**config.mk**
```make
export PLATFORM = sky130hd
export DESIGN_NAME = bfqd_root
export DESIGN_NICKNAME = d
export VERILOG_FILES = /design/src/hw/rtl/bfqd_pkg.sv /design/src/hw/rtl/bfqd_root.sv
export SDC_FILE = /design/constraint.sdc
export NUM_CORES = 2
export LEC_CHECK = 0
export BUFFER_PORTS_ARGS = -buffer_cell sky130_fd_sc_hd__buf_2
export CORE_MARGIN = 3
export CORE_UTILIZATION = 45
export CTS_CLUSTER_DIAMETER = 60
export DETAILED_ROUTE_END_ITERATION = 12
export SETUP_SLACK_MARGIN = 0.05
export SKIP_CTS_REPAIR_TIMING = 1
export SYNTH_ARGS = -nofsm -noshare
export SYNTH_HDL_FRONTEND = slang
export SYNTH_SLANG_ARGS = --single-unit
```
**constraint.sdc**
```tcl
create_clock -name clock -period 9.3 [get_ports clock]
set_clock_uncertainty 0.15 [all_clocks]
set_input_delay 1.86 -clock clock [delete_from_list [all_inputs] [get_ports clock]]
set_output_delay 1.86 -clock clock [all_outputs]
set_load 0.05 [all_outputs]
```
**src/hw/rtl/bfqd_pkg.sv**
```systemverilog
// bfqd_pkg: shared constants, types and saturation helpers for the body-frame drag block
// no dependencies
`default_nettype none

package bfqd_pkg;

   localparam int DataWidth     = 32;
   localparam int QuatWidth     = 16;
   localparam int MatWidth      = 22;  // rotation matrix entry, q.14 after floor
   localparam int RootWidth     = 64;
   localparam int RootStages    = 16;
   localparam int StepsPerStage = 2;
   localparam int RootBase      = 5;   // first square root stage
   localparam int NumStages     = RootBase + RootStages + 4;
   localparam int AddrWidth     = 4;

   localparam logic [DataWidth-1:0] DensityReset = 32'h0001_0000;

   typedef enum logic [1:0] {
      CSR_DRAG     = 2'd0,
      CSR_RADIUS   = 2'd1,
      CSR_DENSITY  = 2'd2,
      CSR_FRICTION = 2'd3
   } csr_index_type;

   typedef struct packed {
      logic                 hit;
      logic [DataWidth-1:0] val;
   } sat_type;

   typedef struct packed {
      logic [RootWidth-1:0] n;
      logic [RootWidth-1:0] r;
   } root_state_type;

   function automatic sat_type sat_s32(input logic signed [65:0] x);
      sat_type res;
      if (x > 66'sd2147483647) begin
         res.hit = 1'b1;
         res.val = 32'h7fff_ffff;
      end else if (x < -66'sd2147483648) begin
         res.hit = 1'b1;
         res.val = 32'h8000_0000;
      end else begin
         res.hit = 1'b0;
         res.val = x[31:0];
      end
      return res;
   endfunction

   function automatic sat_type sat_u32(input logic [63:0] x);
      sat_type res;
      if (|x[63:32]) begin
         res.hit = 1'b1;
         res.val = 32'hffff_ffff;
      end else begin
         res.hit = 1'b0;
         res.val = x[31:0];
      end
      return res;
   endfunction

endpackage

`default_nettype wire

```
**src/hw/rtl/bfqd_root.sv**
```systemverilog
// bfqd_root: pipelined 64-bit integer square root, two bit steps per stage
// depends on bfqd_pkg; stage enables come from the parent's valid chain
`default_nettype none

module bfqd_root (
   input  logic                                 clock,
   input  logic [bfqd_pkg::RootStages-1:0]      stage_en,
   input  logic [bfqd_pkg::RootWidth-1:0]       radicand,
   output logic [bfqd_pkg::RootWidth/2-1:0]     root
);
   import bfqd_pkg::*;

   root_state_type st_ff [RootStages];
   root_state_type st_in [RootStages];

   function automatic root_state_type root_step(input root_state_type s,
                                                input logic [RootWidth-1:0] bitv);
      root_state_type res;
      logic [RootWidth-1:0] t;
      t = s.r + bitv;
      if (s.n >= t) begin
         res.n = s.n - t;
         res.r = (s.r >> 1) + bitv;
      end else begin
         res.n = s.n;
         res.r = s.r >> 1;
      end
      return res;
   endfunction

   always_comb begin
      root_state_type cur;
      for (int g = 0; g < RootStages; g++) begin
         if (g == 0) begin
            cur.n = radicand;
            cur.r = '0;
         end else begin
            cur = st_ff[g-1];
         end
         for (int k = 0; k < StepsPerStage; k++) begin
            cur = root_step(cur, RootWidth'(1) << (RootWidth - 2 - 2 * (g * StepsPerStage + k)));
         end
         st_in[g] = cur;
      end
   end

   always_ff @(posedge clock) begin
      for (int g = 0; g < RootStages; g++) begin
         if (stage_en[g]) begin
            st_ff[g] <= st_in[g];
         end
      end
   end

   assign root = st_ff[RootStages-1].r[RootWidth/2-1:0];

endmodule

`default_nettype wire

```
==> results.md <==
* Diodes inserted at 0
* Largest net degree at the start of global routing at 79
* Number of clock sinks at 1,232
* Maximum level of the CTS H-tree at 4
* Reg area at 37,000 µm²
* Vias in the first global route at 63,500
* Total DRC errors in the routed layout at 0
* Initial DRC count at 5,197
* Routed wire per std cell at 21.0 µm
* Clock root buffer: sky130_fd_sc_hd__clkbuf_16
* Share of synthesized area occupied by flip-flops and latches at 44.2%
* Number of buffers and inverters on the critical path at 4
* Hold_ws at 0.268 ns
* Type of the worst setup path: reg2reg
* Number of placed instances with taps included at 10,900
* Fraction of power spent switching nets at 40.4%
* Global-route usage over all layers at 23.8%
* Most instantiated flip-flop cell in the synthesis netlist: sky130_fd_sc_hd__edfxtp_1
* Number of synthesized flops with an enable pin at 1,232
* Flip-flop count of the largest register after layout at 1,232
* Post-detailed-placement cell area at 86,500 µm²
* Count of vias placed by the detailed router at 65,700
* Final non-filler cell total at 11,200
* Status: finished clean
* Worst slew pin tran at 1.26 ns
* Slowest library cell on the worst path: sky130_fd_sc_hd__nor4b_1
* Endpoint kind of the worst setup timing path: register
* Wire length of the first global-routing pass at 363,000 µm
* Switch Pwr at 10,600 µW
* Largest register by flop count: st_ff
* Synthesized instance count at 8,537
* Die area at 191,000 µm²
* CTS tree: yes
* Via density at 5.88
* Highest net fanout along the worst path at 35
* Min-Delay Path Class: reg2reg
* Area of combinational cells with multiple inputs at 43,600 µm²
* Fin. max-slew vios at 0
* Horizontal extent of the die at 437 µm
* Yosys warns at 0
* Congestion Overflow GR at 0
* Hold Vio Cnt, Final at 0
* Fraction of synthesis flops using an asynchronous set or reset pin at 0%
* Final period util at 94.9%
* Maximum frequency from static timing analysis at 113 MHz
* Cell Pwr Density at 288 nW/µm²
* Detailed-placement wirelength estimate at 186,000 µm
* Starting Density at 45.5%
* Peak per-stage delay on the critical path at 0.71 ns
* Number of storage elements in the synthesis netlist at 1,232
* Synthesized area divided by synthesized cell count at 9.79 µm²
* Maximum clock insertion buffer count at 3
* Largest registers in the final layout: st_ff x1232
* Slew Limit Headroom at 13.9%
* Cell type with the highest occurrence count on the critical path: sky130_fd_sc_hd__nand2_1
* Crit-path leading delay family: simple AND/OR/NAND/NOR gates
* Antenna Violating Nets Remaining at 0
* Final setup fails at 0
* Top-level I/O count at 113
* Fraction of final layout cells sized beyond drive strength 1 at 6.66%
* # port buffers at 112
* Clock power frac at 21.7%
* Int Pwr at 15,700 µW
* Min cycle time layout at 8.83 ns
* Area growth, synth to finish at 9.44%
* Drt pass-1 iters at 6
* Sum of routed wire length over all layers at 235,000 µm
* Design Area, Final at 91,500 µm²
* Critical path data arrival time at 9.26 ns
* # fillers at 17,000
* Synthesized net count at 9,191
* Core area at 184,000 µm²
* Max Cap Viol at 0
* Comb pwr share at 46.2%
* Part of the total power dissipated in sequential elements at 32.1%
* Leak pwr at 0.0351 µW
* Peak supply drop at 0.000196 V
* Count of different cell masters after synthesis at 103
* Standard-cell rows at 157
* Net count of the finished layout at 9,241
* Clock buffer count from CTS at 149
* Clock slew seen by the registers of the worst setup and hold paths at 0.06 ns
* Critical path startpoint category: register
* Die Span Y at 437 µm
* Number of antenna violations at the first check in global routing at 3
* GPL Wtd Cong at 0.949
* Unrepaired setup endpoints after global routing: no
* Required time worst endpoint at 9.73 ns
* Source-to-sink clock delay at the later pin of the worst-skew pair at 0.80 ns
* Area of the mapped netlist at 83,600 µm²
power by group through the flow:
stage	registers (µW)	clock network (µW)	logic, µW
6_report	8440	5710	12200
5_1_grt	8540	6110	13500
4_1_cts	8440	5860	12000
3_5_place_dp	8550	0	11900
3_3_place_gp	8540	0	11900
2_1_floorplan	8090	0	9280
cell usage after synthesis (34+ instances only):
cell type | n | area share, %
sky130_fd_sc_hd__and4_1 | 44 | 0.46
sky130_fd_sc_hd__nor4_1 | 230 | 1.7
sky130_fd_sc_hd__or2_2 | 43 | 0.32
sky130_fd_sc_hd__xnor2_1 | 489 | 5.1
sky130_fd_sc_hd__a21boi_0 | 45 | 0.40
sky130_fd_sc_hd__nand4_1 | 158 | 1.2
sky130_fd_sc_hd__xor2_1 | 330 | 3.5
sky130_fd_sc_hd__a21o_1 | 253 | 2.3
sky130_fd_sc_hd__o21bai_1 | 69 | 0.62
sky130_fd_sc_hd__or3_1 | 97 | 0.73
sky130_fd_sc_hd__nor2_1 | 716 | 3.2
sky130_fd_sc_hd__clkbuf_1 | 177 | 0.79
sky130_fd_sc_hd__nor3b_1 | 34 | 0.31
sky130_fd_sc_hd__nor3_1 | 213 | 1.3
sky130_fd_sc_hd__nand3_1 | 223 | 1.3
sky130_fd_sc_hd__a211oi_1 | 60 | 0.54
sky130_fd_sc_hd__o211ai_1 | 50 | 0.45
sky130_fd_sc_hd__ha_1 | 573 | 8.6
sky130_fd_sc_hd__o21ai_0 | 432 | 2.6
sky130_fd_sc_hd__mux2_2 | 61 | 0.82
sky130_fd_sc_hd__or4_1 | 48 | 0.43
sky130_fd_sc_hd__nand2b_1 | 79 | 0.59
sky130_fd_sc_hd__edfxtp_1 | 1232 | 44
sky130_fd_sc_hd__o21a_1 | 93 | 0.84
sky130_fd_sc_hd__nor2b_1 | 85 | 0.64
sky130_fd_sc_hd__nand2_1 | 729 | 3.3
sky130_fd_sc_hd__a31oi_1 | 72 | 0.54
sky130_fd_sc_hd__and3_1 | 65 | 0.49
sky130_fd_sc_hd__o31ai_1 | 69 | 0.62
sky130_fd_sc_hd__buf_2 | 40 | 0.24
sky130_fd_sc_hd__a21oi_1 | 691 | 4.1
sky130_fd_sc_hd__inv_1 | 481 | 2.2
sky130_fd_sc_hd__and2_1 | 62 | 0.46
placed cells by master, fill, tap and decap left out, types with 33 or more instances in the layout:
| cell | count |
|---|---|
| sky130_fd_sc_hd__buf_2 | 103 |
| sky130_fd_sc_hd__nand4b_1 | 33 |
| sky130_fd_sc_hd__buf_4 | 68 |
| sky130_fd_sc_hd__or2_2 | 43 |
| sky130_fd_sc_hd__nor2_1 | 715 |
| sky130_fd_sc_hd__o21bai_1 | 69 |
| sky130_fd_sc_hd__nor2b_1 | 85 |
| sky130_fd_sc_hd__o211ai_1 | 50 |
| sky130_fd_sc_hd__a21o_1 | 253 |
| sky130_fd_sc_hd__a21oi_1 | 691 |
| sky130_fd_sc_hd__a21boi_0 | 45 |
| sky130_fd_sc_hd__ha_1 | 573 |
| sky130_fd_sc_hd__and4_1 | 44 |
| sky130_fd_sc_hd__and3_1 | 65 |
| sky130_fd_sc_hd__or4_1 | 48 |
| sky130_fd_sc_hd__nand2b_1 | 79 |
| sky130_fd_sc_hd__nand2_1 | 729 |
| sky130_fd_sc_hd__xor2_1 | 330 |
| sky130_fd_sc_hd__mux2_2 | 61 |
| sky130_fd_sc_hd__a31oi_1 | 72 |
| sky130_fd_sc_hd__edfxtp_1 | 1232 |
| sky130_fd_sc_hd__xnor2_1 | 489 |
| sky130_fd_sc_hd__nor4_1 | 229 |
| sky130_fd_sc_hd__and2_1 | 62 |
| sky130_fd_sc_hd__inv_1 | 481 |
| sky130_fd_sc_hd__clkbuf_16 | 151 |
| sky130_fd_sc_hd__nand3_1 | 223 |
| sky130_fd_sc_hd__a211oi_1 | 60 |
| sky130_fd_sc_hd__nor3_1 | 212 |
| sky130_fd_sc_hd__o31ai_1 | 69 |
| sky130_fd_sc_hd__o21a_1 | 93 |
| sky130_fd_sc_hd__o21ai_0 | 432 |
| sky130_fd_sc_hd__nand4_1 | 158 |
| sky130_fd_sc_hd__or3_1 | 97 |
| sky130_fd_sc_hd__nor3b_1 | 34 |
metrics by stage:
stage          setup slack [ns]  setup TNS [ns]  total power (µW)  util, %
6_report                  0.472               0             26300     49.8
5_1_grt                   0.123               0             28100     49.8
4_1_cts                  -0.148          -0.257             26300     49.8
3_5_place_dp            -0.0843          -0.139             20500     47.1
3_3_place_gp            -0.0711         -0.0771             20400     47.1
2_1_floorplan              2.41               0             17400        -
metal layers:
metal | share of wire, % | vias to the layer above | global-route usage (%)
met3 | 4.6 | 379 | 2.84
met4 | 2.8 | 2 | 6.90
met2 | 49 | 1812 | 41.0
met1 | 44 | 31700 | 31.5
met5 | 0.0081 | - | 0
li1 | - | 31900 | -
logic make-up after synthesis:
group / Yosys count / share of synthesized area, %
buffers and inverters: 766 / 3.69
muxes: 85 / 1.11
xor gates and xnor gates: 819 / 8.58
DFF: 1232 / 44.2
AOI/OAI and AO/OA: 2100 / 15.9
and+or+nand+nor: 2962 / 17.9
adders and majority gates: 573 / 8.57
cell type report:
cell class                 instances  share of cell area, %
multi-input combinational       6539                   47.6
sequential                      1232                   40.4
clock buffer                     175                   4.23
tap                             2464                   3.37
inverter                         493                   2.02
clock inverter                    98                   1.19
timing repair buffer             172                   1.13
path summary, 6_finish.rpt:
kind,from,endpoint,cells past startpoint,slack (ns)
setup / recovery,st_ff[1][44]$_DFFE_PP_,st_ff[1][241]$_DFFE_PP_,25,0.47
setup reg to reg,st_ff[1][44]$_DFFE_PP_,st_ff[1][241]$_DFFE_PP_,25,0.47
hold reg to reg,st_ff[1][322]$_DFFE_PP_,st_ff[1][450]$_DFFE_PP_,0,0.27
hold / removal,st_ff[1][322]$_DFFE_PP_,st_ff[1][450]$_DFFE_PP_,0,0.27
Note: power is estimated with default switching activity, not from simulation.
